==> src/hw/rtl/snbd_pkg.sv <==
// Shared types, constants and sizes for the Snappy block decompressor.
// Used by every module under hw/rtl except snbd_chk; depends on nothing else.
package snbd_pkg;

    // History depth is a power of two so that pointers wrap by truncation.
    localparam int HISTORY_DEPTH = 65536;
    localparam int HIST_AW       = $clog2(HISTORY_DEPTH);
    localparam int HELD_W        = HIST_AW + 1;
    localparam int ACC_W         = 32;
    localparam int ALU_W         = ACC_W + 1;
    localparam int LEN_W         = 7;

    localparam int LIT_INLINE_MAX = 60;
    localparam int LIT_HDR_BIAS   = 59;
    localparam int COPY1_BASE     = 4;
    localparam int COPY2_OFF_LEN  = 2;
    localparam int COPY4_OFF_LEN  = 4;

    typedef enum logic [1:0] {
        ELEM_LITERAL = 2'd0,
        ELEM_COPY1   = 2'd1,
        ELEM_COPY2   = 2'd2,
        ELEM_COPY4   = 2'd3
    } elem_t;

    typedef enum logic [1:0] {
        PH_TAG     = 2'd0,
        PH_LITLEN  = 2'd1,
        PH_LITDATA = 2'd2,
        PH_COPYOFF = 2'd3
    } phase_t;

    typedef enum logic [2:0] {
        S_IDLE    = 3'd0,
        S_LIT     = 3'd1,
        S_CHECK   = 3'd2,
        S_ERR     = 3'd3,
        S_ADDR    = 3'd4,
        S_COPY_RD = 3'd5,
        S_COPY_WR = 3'd6
    } state_t;

    typedef struct packed {
        logic               we;
        logic [HIST_AW-1:0] waddr;
        logic [7:0]         wdata;
        logic               re;
        logic [HIST_AW-1:0] raddr;
    } hist_req_t;

    typedef struct packed {
        logic       vld;
        logic [7:0] data;
        logic       last;
        logic       err;
    } emit_t;

endpackage

==> src/hw/rtl/snbd_alu.sv <==
// Shared subtract-and-compare unit of the decompressor sequencer.
// Depends on snbd_pkg for its width.
module snbd_alu (
    input  logic [snbd_pkg::ALU_W-1:0] a,
    input  logic [snbd_pkg::ALU_W-1:0] b,
    output logic [snbd_pkg::ALU_W-1:0] diff,
    output logic                       borrow
);

    logic [snbd_pkg::ALU_W:0] full;

    // The extra top bit is set exactly when b exceeds a.
    assign full   = {1'b0, a} - {1'b0, b};
    assign diff   = full[snbd_pkg::ALU_W-1:0];
    assign borrow = full[snbd_pkg::ALU_W];

endmodule

==> src/hw/rtl/snbd_ctrl.sv <==
// Tag parser and sequencer: decodes elements, drives the history store and
// the shared subtract unit. Depends on snbd_pkg and snbd_alu.
module snbd_ctrl (
    input  logic                  clk,
    input  logic                  rst_n,
    input  logic                  in_valid,
    input  logic [7:0]            in_byte,
    input  logic                  stream_start,
    output logic                  in_ready,
    input  logic                  slot_free,
    output snbd_pkg::emit_t       emit,
    output snbd_pkg::hist_req_t   hist_req,
    input  logic [7:0]            hist_rdata
);

    snbd_pkg::state_t                state_reg, state_next;
    snbd_pkg::phase_t                phase_reg, phase_next;
    logic [2:0]                      hdr_left_reg, hdr_left_next;
    logic [1:0]                      seen_reg, seen_next;
    logic [snbd_pkg::ALU_W-1:0]      lit_left_reg, lit_left_next;
    logic [snbd_pkg::LEN_W-1:0]      copy_len_reg, copy_len_next;
    logic [snbd_pkg::LEN_W-1:0]      copy_left_reg, copy_left_next;
    logic [snbd_pkg::ACC_W-1:0]      acc_reg, acc_next;
    logic [snbd_pkg::HIST_AW-1:0]    wp_reg, wp_next;
    logic [snbd_pkg::HIST_AW-1:0]    rd_ptr_reg, rd_ptr_next;
    logic [snbd_pkg::HELD_W-1:0]     held_reg, held_next;
    logic [7:0]                      byte_reg, byte_next;

    logic                            in_go;
    snbd_pkg::phase_t                eff_phase;
    logic [5:0]                      tag_val;
    logic [snbd_pkg::ACC_W-1:0]      acc_merged;
    logic [snbd_pkg::ALU_W-1:0]      alu_a, alu_b, alu_diff;
    logic                            alu_borrow;
    logic                            hist_put;
    logic [snbd_pkg::HELD_W-1:0]     held_inc;

    snbd_alu u_alu (
        .a      (alu_a),
        .b      (alu_b),
        .diff   (alu_diff),
        .borrow (alu_borrow)
    );

    assign in_go     = in_valid && in_ready;
    // A stream start clears the parser before this byte, so it is a tag.
    assign eff_phase = stream_start ? snbd_pkg::PH_TAG : phase_reg;
    assign tag_val   = in_byte[7:2];
    assign acc_merged = acc_reg
        | ({{(snbd_pkg::ACC_W-8){1'b0}}, in_byte} << {seen_reg, 3'b000});
    assign held_inc = (held_reg == snbd_pkg::HELD_W'(snbd_pkg::HISTORY_DEPTH))
        ? held_reg : held_reg + 1'b1;

    // Next state.
    always_comb
    begin
        state_next = state_reg;
        case (state_reg)
            snbd_pkg::S_IDLE:
            begin
                if (in_go)
                begin
                    if (eff_phase == snbd_pkg::PH_LITDATA)
                    begin
                        state_next = snbd_pkg::S_LIT;
                    end
                    else if (eff_phase == snbd_pkg::PH_COPYOFF && hdr_left_reg == 3'd1)
                    begin
                        state_next = snbd_pkg::S_CHECK;
                    end
                end
            end
            snbd_pkg::S_LIT:
            begin
                if (slot_free)
                begin
                    state_next = snbd_pkg::S_IDLE;
                end
            end
            snbd_pkg::S_CHECK:
            begin
                if (acc_reg == '0 || alu_borrow)
                begin
                    state_next = snbd_pkg::S_ERR;
                end
                else
                begin
                    state_next = snbd_pkg::S_ADDR;
                end
            end
            snbd_pkg::S_ERR:
            begin
                if (slot_free)
                begin
                    state_next = snbd_pkg::S_IDLE;
                end
            end
            snbd_pkg::S_ADDR:
            begin
                state_next = snbd_pkg::S_COPY_RD;
            end
            snbd_pkg::S_COPY_RD:
            begin
                state_next = snbd_pkg::S_COPY_WR;
            end
            snbd_pkg::S_COPY_WR:
            begin
                if (slot_free)
                begin
                    state_next = (copy_left_reg == snbd_pkg::LEN_W'(1))
                        ? snbd_pkg::S_IDLE : snbd_pkg::S_COPY_RD;
                end
            end
            default:
            begin
                state_next = snbd_pkg::S_IDLE;
            end
        endcase
    end

    // Outputs: handshake, result, history port and shared-unit operands.
    always_comb
    begin
        in_ready = 1'b0;
        emit     = '0;
        hist_put = 1'b0;
        hist_req = '0;
        alu_a    = '0;
        alu_b    = '0;
        case (state_reg)
            snbd_pkg::S_IDLE:
            begin
                in_ready = 1'b1;
            end
            snbd_pkg::S_LIT:
            begin
                alu_a = lit_left_reg;
                alu_b = snbd_pkg::ALU_W'(1);
                if (slot_free)
                begin
                    emit.vld  = 1'b1;
                    emit.data = byte_reg;
                    emit.last = 1'b1;
                    hist_put  = 1'b1;
                end
            end
            snbd_pkg::S_CHECK:
            begin
                alu_a = snbd_pkg::ALU_W'(held_reg);
                alu_b = snbd_pkg::ALU_W'(acc_reg);
            end
            snbd_pkg::S_ERR:
            begin
                if (slot_free)
                begin
                    emit.vld  = 1'b1;
                    emit.last = 1'b1;
                    emit.err  = 1'b1;
                end
            end
            snbd_pkg::S_ADDR:
            begin
                alu_a = snbd_pkg::ALU_W'(wp_reg);
                alu_b = snbd_pkg::ALU_W'(acc_reg);
            end
            snbd_pkg::S_COPY_RD:
            begin
                hist_req.re    = 1'b1;
                hist_req.raddr = rd_ptr_reg;
            end
            snbd_pkg::S_COPY_WR:
            begin
                if (slot_free)
                begin
                    emit.vld  = 1'b1;
                    emit.data = hist_rdata;
                    emit.last = (copy_left_reg == snbd_pkg::LEN_W'(1));
                    hist_put  = 1'b1;
                end
            end
            default:
            begin
                in_ready = 1'b0;
            end
        endcase
        hist_req.we    = hist_put;
        hist_req.waddr = wp_reg;
        hist_req.wdata = emit.data;
    end

    // Datapath next values.
    always_comb
    begin
        phase_next     = phase_reg;
        hdr_left_next  = hdr_left_reg;
        seen_next      = seen_reg;
        lit_left_next  = lit_left_reg;
        copy_len_next  = copy_len_reg;
        copy_left_next = copy_left_reg;
        acc_next       = acc_reg;
        wp_next        = wp_reg;
        rd_ptr_next    = rd_ptr_reg;
        held_next      = held_reg;
        byte_next      = byte_reg;

        if (hist_put)
        begin
            wp_next   = wp_reg + 1'b1;
            held_next = held_inc;
        end

        case (state_reg)
            snbd_pkg::S_IDLE:
            begin
                if (in_go)
                begin
                    if (stream_start)
                    begin
                        wp_next   = '0;
                        held_next = '0;
                    end
                    case (eff_phase)
                        snbd_pkg::PH_LITLEN:
                        begin
                            acc_next      = acc_merged;
                            seen_next     = seen_reg + 1'b1;
                            hdr_left_next = hdr_left_reg - 1'b1;
                            if (hdr_left_reg == 3'd1)
                            begin
                                lit_left_next = {1'b0, acc_merged} + 1'b1;
                                phase_next    = snbd_pkg::PH_LITDATA;
                            end
                        end
                        snbd_pkg::PH_LITDATA:
                        begin
                            byte_next = in_byte;
                        end
                        snbd_pkg::PH_COPYOFF:
                        begin
                            acc_next      = acc_merged;
                            seen_next     = seen_reg + 1'b1;
                            hdr_left_next = hdr_left_reg - 1'b1;
                        end
                        default:
                        begin
                            acc_next  = '0;
                            seen_next = '0;
                            case (snbd_pkg::elem_t'(in_byte[1:0]))
                                snbd_pkg::ELEM_LITERAL:
                                begin
                                    if (tag_val < 6'(snbd_pkg::LIT_INLINE_MAX))
                                    begin
                                        lit_left_next = snbd_pkg::ALU_W'(tag_val) + 1'b1;
                                        phase_next    = snbd_pkg::PH_LITDATA;
                                    end
                                    else
                                    begin
                                        hdr_left_next =
                                            3'(tag_val - 6'(snbd_pkg::LIT_HDR_BIAS));
                                        phase_next    = snbd_pkg::PH_LITLEN;
                                    end
                                end
                                snbd_pkg::ELEM_COPY1:
                                begin
                                    copy_len_next = snbd_pkg::LEN_W'(in_byte[4:2])
                                        + snbd_pkg::LEN_W'(snbd_pkg::COPY1_BASE);
                                    acc_next      = {21'd0, in_byte[7:5], 8'd0};
                                    hdr_left_next = 3'd1;
                                    phase_next    = snbd_pkg::PH_COPYOFF;
                                end
                                snbd_pkg::ELEM_COPY2:
                                begin
                                    copy_len_next = snbd_pkg::LEN_W'(tag_val) + 1'b1;
                                    hdr_left_next = 3'(snbd_pkg::COPY2_OFF_LEN);
                                    phase_next    = snbd_pkg::PH_COPYOFF;
                                end
                                default:
                                begin
                                    copy_len_next = snbd_pkg::LEN_W'(tag_val) + 1'b1;
                                    hdr_left_next = 3'(snbd_pkg::COPY4_OFF_LEN);
                                    phase_next    = snbd_pkg::PH_COPYOFF;
                                end
                            endcase
                        end
                    endcase
                end
            end
            snbd_pkg::S_LIT:
            begin
                if (slot_free)
                begin
                    lit_left_next = alu_diff;
                    if (alu_diff == '0)
                    begin
                        phase_next = snbd_pkg::PH_TAG;
                    end
                end
            end
            snbd_pkg::S_CHECK:
            begin
                phase_next = snbd_pkg::PH_TAG;
            end
            snbd_pkg::S_ADDR:
            begin
                // Pointer arithmetic wraps with the power-of-two depth.
                rd_ptr_next    = alu_diff[snbd_pkg::HIST_AW-1:0];
                copy_left_next = copy_len_reg;
            end
            snbd_pkg::S_COPY_WR:
            begin
                if (slot_free)
                begin
                    rd_ptr_next    = rd_ptr_reg + 1'b1;
                    copy_left_next = copy_left_reg - 1'b1;
                end
            end
            default:
            begin
                byte_next = byte_reg;
            end
        endcase
    end

    always_ff @(posedge clk or negedge rst_n)
    begin
        if (!rst_n)
        begin
            state_reg     <= snbd_pkg::S_IDLE;
            phase_reg     <= snbd_pkg::PH_TAG;
            hdr_left_reg  <= '0;
            seen_reg      <= '0;
            lit_left_reg  <= '0;
            copy_len_reg  <= '0;
            copy_left_reg <= '0;
            acc_reg       <= '0;
            wp_reg        <= '0;
            held_reg      <= '0;
        end
        else
        begin
            state_reg     <= state_next;
            phase_reg     <= phase_next;
            hdr_left_reg  <= hdr_left_next;
            seen_reg      <= seen_next;
            lit_left_reg  <= lit_left_next;
            copy_len_reg  <= copy_len_next;
            copy_left_reg <= copy_left_next;
            acc_reg       <= acc_next;
            wp_reg        <= wp_next;
            held_reg      <= held_next;
        end
    end

    always_ff @(posedge clk)
    begin
        rd_ptr_reg <= rd_ptr_next;
        byte_reg   <= byte_next;
    end

endmodule

==> config.mk <==
export PLATFORM = sky130hd
export DESIGN_NAME = snbd_ctrl
export DESIGN_NICKNAME = d
export VERILOG_FILES = /design/src/hw/rtl/snbd_pkg.sv /design/src/hw/rtl/snbd_alu.sv /design/src/hw/rtl/snbd_ctrl.sv
export SDC_FILE = /design/constraint.sdc
export NUM_CORES = 1
export LEC_CHECK = 0
export BUFFER_PORTS_ARGS = -buffer_cell sky130_fd_sc_hd__buf_2
export CORE_ASPECT_RATIO = 0.75
export CORE_MARGIN = 2
export CORE_UTILIZATION = 50
export CTS_BUF_LIST = sky130_fd_sc_hd__clkbuf_4 sky130_fd_sc_hd__clkbuf_8
export DETAILED_ROUTE_END_ITERATION = 8
export MAX_ROUTING_LAYER = met4
export PLACE_DENSITY = 0.65
export REMOVE_ABC_BUFFERS = 1
export SETUP_SLACK_MARGIN = 0.05
export SYNTH_ARGS = -nofsm -noshare
export SYNTH_HDL_FRONTEND = slang
export SYNTH_SLANG_ARGS = --single-unit
==> constraint.sdc <==
create_clock -name clk -period 13 [get_ports clk]
set_input_delay 0 -clock clk [delete_from_list [all_inputs] [get_ports clk]]
set_output_delay 0 -clock clk [all_outputs]
set_load 0.02 [all_outputs]
==> results of run 1 <==
[repair_timing]
item | 4_1_cts | 5_1_grt
gates resized for setup | 0 | 0
endpoints found under the setup margin | 0 | 0
setup buffers | 0 | 0
hold endpoints to repair | 80 | 0
hold buffers | 11 | 0
[power by group]
part | switching [mW] | internal, mW
registers | 0.183 | 0.659
logic | 1.55 | 0.899
clock network | 0.208 | 0.143
[tightest hold or removal path, delay by kind of cell]
family	cells	cell delay, ns
buf+inv	1	0.13
compound gates	1	0.09
simple gates	2	0.26
[cell families after synthesis]
kind of cell / count (synthesis)
XOR/XNOR: 79
AND/OR/NAND/NOR: 602
adder cells (fa/ha/maj): 45
multiplexers: 15
buffers and inverters: 129
AO/OA/AOI/OAI: 435
flip-flops: 146
[cells in the final DEF, fill, tap and decap left out, drive strengths merged, types with 24 or more instances in the layout]
cell type / synthesis / routed
a21oi: 144 / 144
a22oi: 41 / 41
and2: 29 / 29
and3: 36 / 36
buf: 25 / 88
dfrtp: 122 / 122
edfxtp: 24 / 24
ha: 44 / 44
inv: 25 / 31
nand2: 164 / 164
nand3: 39 / 39
nor2: 186 / 186
nor3: 25 / 25
o21ai: 94 / 94
xnor2: 42 / 42
xor2: 37 / 37
[area by class of cell]
class,instances,area [um2],share of cell area [%]
sequential,146,3770,30.6
timing repair buffer,99,588,4.77
inverter,25,93.8,0.761
clock buffer,18,248,2.01
clock inverter,14,121,0.984
tap,294,368,2.98
multi-input combinational,1176,7140,57.9
[per-stage QoR]
step	total power, mW	instance area (um2)	util (%)	cells
floorplan	2.50	11000	-	1347
global placement	3.21	11900	53.2	1729
detailed placement	3.21	11900	53.2	1729
CTS	3.58	12300	55.3	1772
global route	3.92	12300	55.3	1772
finish	3.64	12300	55.3	1772
[per-layer routing]
layer  GRT usage (%)  part of all wire [%]  up-vias
li1                -                     -     5279
met1            49.6                    50     5253
met2            38.9                    38      503
met3            7.80                    11       36
met4            7.14                   1.6        0
met5               -                     0        -
[path summary, 6_finish.rpt]
path,slack [ns],endpoint
max in group asynchronous,11.50,lit_left_reg[9]
min in group asynchronous,0.10,hdr_left_reg[1]
worst min-delay path,0.05,hdr_left_reg[0]
worst min register to register,0.50,copy_len_reg[6]
worst max register to register,7.11,phase_reg[1]
worst max-delay path,7.11,phase_reg[1]
==> impl_metrics.json, run 1 <==
{
  "end_kind": "flip-flop",
  "synth_compound_area_share_pct": 24.2,
  "dieWidth_um": 179,
  "yosysWarnings": 0,
  "synthCells": 1451,
  "fin_setup_tns_ns": 0,
  "slowest_delay_ns": 0.95,
  "synthMuxAreaShare_pct": 1.39,
  "route.vias.total": 11071,
  "synth-xor-area-share_pct": 6.04,
  "ys_ff_latch": 146,
  "rsz0062_at_grt": "false",
  "run_status": "finished, final reports clean",
  "p_leak_nw": 5.27,
  "synthTopCellsByCount": "185 x nor2_1, 164 x nand2_1, 143 x a21oi_1, 122 x dfrtp_1, 93 x o21ai_0",
  "synthSimpleGateAreaFrac_pct": 25.6,
  "worst_pin_slew_ns": 1.11,
  "num_rows": 47,
  "drt_iter0_drc": 1278,
  "synthFlopType": "dfrtp_1",
  "grt_max_degree": 72,
  "synth_top_cell_area_share_pct": 26.7,
  "critical_path_required_ns": 13.31,
  "period_needed_ns": 5.89,
  "setup_viol": 0,
  "synth.area.top_cells": "dfrtp_1 27%, edfxtp_1 6.3%, a21oi_1 6.3%",
  "synthArstFlopShare_pct": 83.6,
  "gp_congestion": 1.02,
  "peakVddDrop_v": 0.000117,
  "die_height_um": 135,
  "crit_start": "state_reg[0]",
  "hp-start": "stream_start",
  "ys_types": 87,
  "maxCapViolations": 0,
  "synth_top_family_by_area": "simple AND/OR/NAND/NOR gates",
  "ant_nets": 0,
  "core-area_um2": 22300,
  "crit_chain": "buf_4 -> nand2b_1 -> nor2_4 -> buf_4 -> a21oi_1 -> ha_1 -> fa_1 -> nand2b_1 -> a21boi_0 -> o211a_1 -> a211oi_1 -> or4bb_1 -> nor4_1 -> nand4b_1 -> nor4bb_1 -> o22ai_1",
  "syn_avg_cell_area_um2": 7.89,
  "ys_seq_area_share_pct": 33.0,
  "clock_skew_ns": 0.0244,
  "cts_buffers": 17,
  "grt_pass1_wl_um": 56300,
  "syn_area_um2": 11400,
  "io_buffers": 74,
  "cts-root-buf": "clkbuf_8",
  "finalHoldViolCount": 0,
  "post-route-drc-count": 0,
  "power_density_nw_per_um2": 296,
  "yosys.area.top_type": "dfrtp_1",
  "slew_headroom_pct": 25.3,
  "detail_route.first_pass.iterations": 5,
  "hp-class": "in -> reg",
  "dp_hpwl_um": 26500,
  "cts.htree.levels": 4,
  "r2r_cells": 16,
  "crit_fanout": 71,
  "crit_family": "simple AND/OR/NAND/NOR gates",
  "fmax_mhz": 170,
  "cp.arrival_ns": 6.20,
  "track_usage_pct": 31.4,
  "place_ws_ns": 7.31,
  "synth_fa_ha_area_share_pct": 4.98,
  "grt.overflow.total": 0,
  "path_buf_inv": 2,
  "cts_tree": "done",
  "crit_path_top_delay_cell": "nor4bb_1",
  "largest_reg_flops": 33,
  "vias_per_cell": 6.25,
  "initial_core_util_pct": 51.4,
  "drv_slew": 0,
  "start_kind": "flip-flop",
  "num_antenna_cells": 0,
  "drt_wl_total_um": 36200,
  "cts.sinks": 146,
  "drt-wirelength-per-cell_um": 20.4,
  "nFillCells": 2145,
  "antenna_found_initial": 0,
  "grt_pass1_vias": 9849,
  "clk_pin_slew_ns": 0.10,
  "dieArea_um2": 24100,
  "insertion_delay_ns": 0.48,
  "r2r-start": "state_reg[0]",
  "clockBufferDepth": 2,
  "synth_edf_count": 24,
  "nets": 1531,
  "holdPathStages": 4,
  "criticalPathCategory": "reg -> reg",
  "setup_ws_ns": 7.11,
  "area_delta_synth_final_pct": 7.69,
  "design.portCount": 75,
  "yosysMostFrequentCell": "nor2_1",
  "hold_slack_ns": 0.0493,
  "cp.depth": 16,
  "finalCritPeriodShare_pct": 45.3,
  "drive_above_1_share_pct": 10.8
}
No activity file was read; power rests on OpenSTA's default activity.
==> run 2: changes to the inputs <==
==> constraint.sdc (replaced) <==
create_clock -name clk -period 6.1 [get_ports clk]
set_input_delay 0 -clock clk [delete_from_list [all_inputs] [get_ports clk]]
set_output_delay 0 -clock clk [all_outputs]
set_load 0.02 [all_outputs]
==> run 2 against run 1 <==
  * Sequential share of layout area decreased by 0.10 points
  * Clock skew is 0.0083 ns lower
  * Worst setup slack lost 6.5 ns
  * Register-to-register slack worse by 6.5 ns
  * Maximum frequency up 8.0%
  * First-iteration DRC count decreased by 0.86%
  * Critical path depth is the same
  * Cell count is 0.17% higher
  * Sequential power up 110%
  * Power rose by 120%
  * Critical path type unchanged
==> impl_metrics.json, run 2 (same netlist as run 1, synthesis figures left out) <==
{
  "drt-wirelength-per-cell_um": 20.8,
  "total_power_mw": 7.87,
  "finalHoldViolCount": 0,
  "drt_wl_total_um": 36900,
  "detail_route.first_pass.iterations": 5,
  "io_buffers": 74,
  "power_density_nw_per_um2": 636,
  "finalCritPeriodShare_pct": 89.4,
  "end_kind": "flip-flop",
  "design_area_um2": 12400,
  "grt.overflow.total": 0,
  "cts_buffers": 17,
  "crit_chain": "nor2b_1 -> buf_4 -> o21ba_2 -> nand2_1 -> nand2_1 -> ha_1 -> fa_1 -> nand2b_1 -> a21boi_0 -> o211a_1 -> a211oi_1 -> or4bb_1 -> nor4_1 -> nand4b_1 -> nor4bb_1 -> o22ai_1",
  "drt_iter0_drc": 1267,
  "insertion_delay_ns": 0.48,
  "design.portCount": 75,
  "slowest_delay_ns": 0.64,
  "crit_family": "simple AND/OR/NAND/NOR gates",
  "dp_hpwl_um": 27500,
  "setup_viol": 0,
  "area_delta_synth_final_pct": 8.05,
  "internal_power_mw": 3.70,
  "dieWidth_um": 179,
  "core-area_um2": 22300,
  "cts_tree": "done",
  "p_clk_share_pct": 9.8,
  "worst_pin_slew_ns": 0.988,
  "ant_nets": 0,
  "cts_hold_buf": 12,
  "maxCapViolations": 0,
  "cts_resized": 0,
  "gp_congestion": 0.964,
  "grt_max_degree": 74,
  "fmax_mhz": 183,
  "route.vias.total": 11207,
  "largest_reg_flops": 33,
  "cts.htree.levels": 4,
  "drive_above_1_share_pct": 10.9,
  "die_height_um": 135,
  "dieArea_um2": 24100,
  "slew_headroom_pct": 34.1,
  "initial_core_util_pct": 51.4,
  "path_buf_inv": 1,
  "p_seq_share_pct": 23.0,
  "p_leak_nw": 5.29,
  "drv_slew": 0,
  "cpMostUsedCell": "nand2_1",
  "nets": 1534,
  "grt_pass1_vias": 9880,
  "cp.arrival_ns": 5.79,
  "run_status": "finished, final reports clean",
  "cts.sinks": 146,
  "net-switching-power_mw": 4.17,
  "layout_common_cells": "184 x nor2_1, 164 x nand2_1, 143 x a21oi_1",
  "crit_path_top_delay_cell": "nor4bb_1",
  "vias_per_cell": 6.31,
  "post-route-drc-count": 0,
  "clk_pin_slew_ns": 0.10,
  "clockBufferDepth": 2,
  "mostFrequentLayoutCell": "nor2_1",
  "clock_skew_ns": 0.0161,
  "period_needed_ns": 5.45,
  "peakVddDrop_v": 0.000224,
  "critical_path_required_ns": 6.43,
  "fin_setup_tns_ns": 0,
  "antenna_found_initial": 0,
  "placed_area_um2": 11900,
  "hp-class": "in -> async",
  "swShare_pct": 53.0,
  "track_usage_pct": 32.2,
  "crit_fanout": 32,
  "p_comb_share_pct": 67.3,
  "cts-root-buf": "clkbuf_8",
  "grt_pass1_wl_um": 57700,
  "num_rows": 47,
  "post_cts_buffers": 0,
  "num_antenna_cells": 0,
  "rsz0062_at_grt": "false",
  "criticalPathCategory": "reg -> reg",
  "start_kind": "flip-flop"
}
[run 2: cell types whose count changed in the layout (fill, tap and decap cells not counted), sizes merged]
cell / before / now
buf: 88 / 90
clkbuf: 18 / 20
bufinv: 0 / 1
clkinv: 7 / 5
inv: 31 / 29
clkinvlp: 1 / 2
dlygate4sd3: 11 / 12
[run 2: worst reg2reg max path, delay by kind of cell, from the launching register on]
| family | cells | cell delay, ns |
|---|---|---|
| compound gates | 5 | 1.58 |
| flops | 1 | 0.59 |
| simple gates | 8 | 2.31 |
| buf+inv | 1 | 0.21 |
| fa+ha+maj | 2 | 0.62 |
[run 2: final timing paths]
check                                startpoint  cells after the start          endpoint  slack [ns]
worst max register to register     state_reg[1]                     16      phase_reg[1]        0.65
max in group asynchronous                 rst_n                      3  lit_left_reg[12]        4.55
min in group clk                  hist_rdata[5]                      4      hist_req[22]        0.41
worst min-delay path                      rst_n                      2  copy_left_reg[1]         0.1
worst max-delay path               state_reg[1]                     16      phase_reg[1]        0.65
worst min register to register  copy_len_reg[0]                      2   copy_len_reg[0]        0.49
[run 2: cell type report]
class	instances	area, um2
clock buffer	20	269
multi-input combinational	1176	7140
inverter	25	93.8
sequential	146	3770
clock inverter	12	104
tap	294	368
timing repair buffer	102	626
fill	2169	9920
[run 2: per-layer routing]
metal | vias up | share of wire, % | wire length (um) | track usage, %
met2 | 511 | 39 | 14200 | 39.9
met3 | 19 | 9.8 | 3620 | 6.00
met4 | 0 | 0.95 | 349 | 6.01
met5 | - | 0 | 0 | -
met1 | 5391 | 51 | 18700 | 52.7
li1 | 5286 | - | - | -
[run 2: power groups by stage]
stage | clock network (mW) | registers, mW | logic (mW)
detailed placement | 0 | 1.81 | 5.13
CTS | 0.781 | 1.79 | 5.17
finish | 0.769 | 1.81 | 5.30
floorplan | 0 | 1.70 | 3.64
global placement | 0 | 1.80 | 5.14
global route | 0.821 | 1.85 | 5.80
[run 2: metrics by stage]
step	std cells	utilization, %	hold WS, ns	worst slack [ns]
2_1_floorplan	1347	-	-0.296	-0.0770
3_3_place_gp	1731	53.3	0.0771	0.807
3_5_place_dp	1731	53.3	0.0815	0.730
4_1_cts	1775	55.5	0.100	0.702
5_1_grt	1775	55.5	0.143	0.215
6_report	1775	55.5	0.0979	0.645
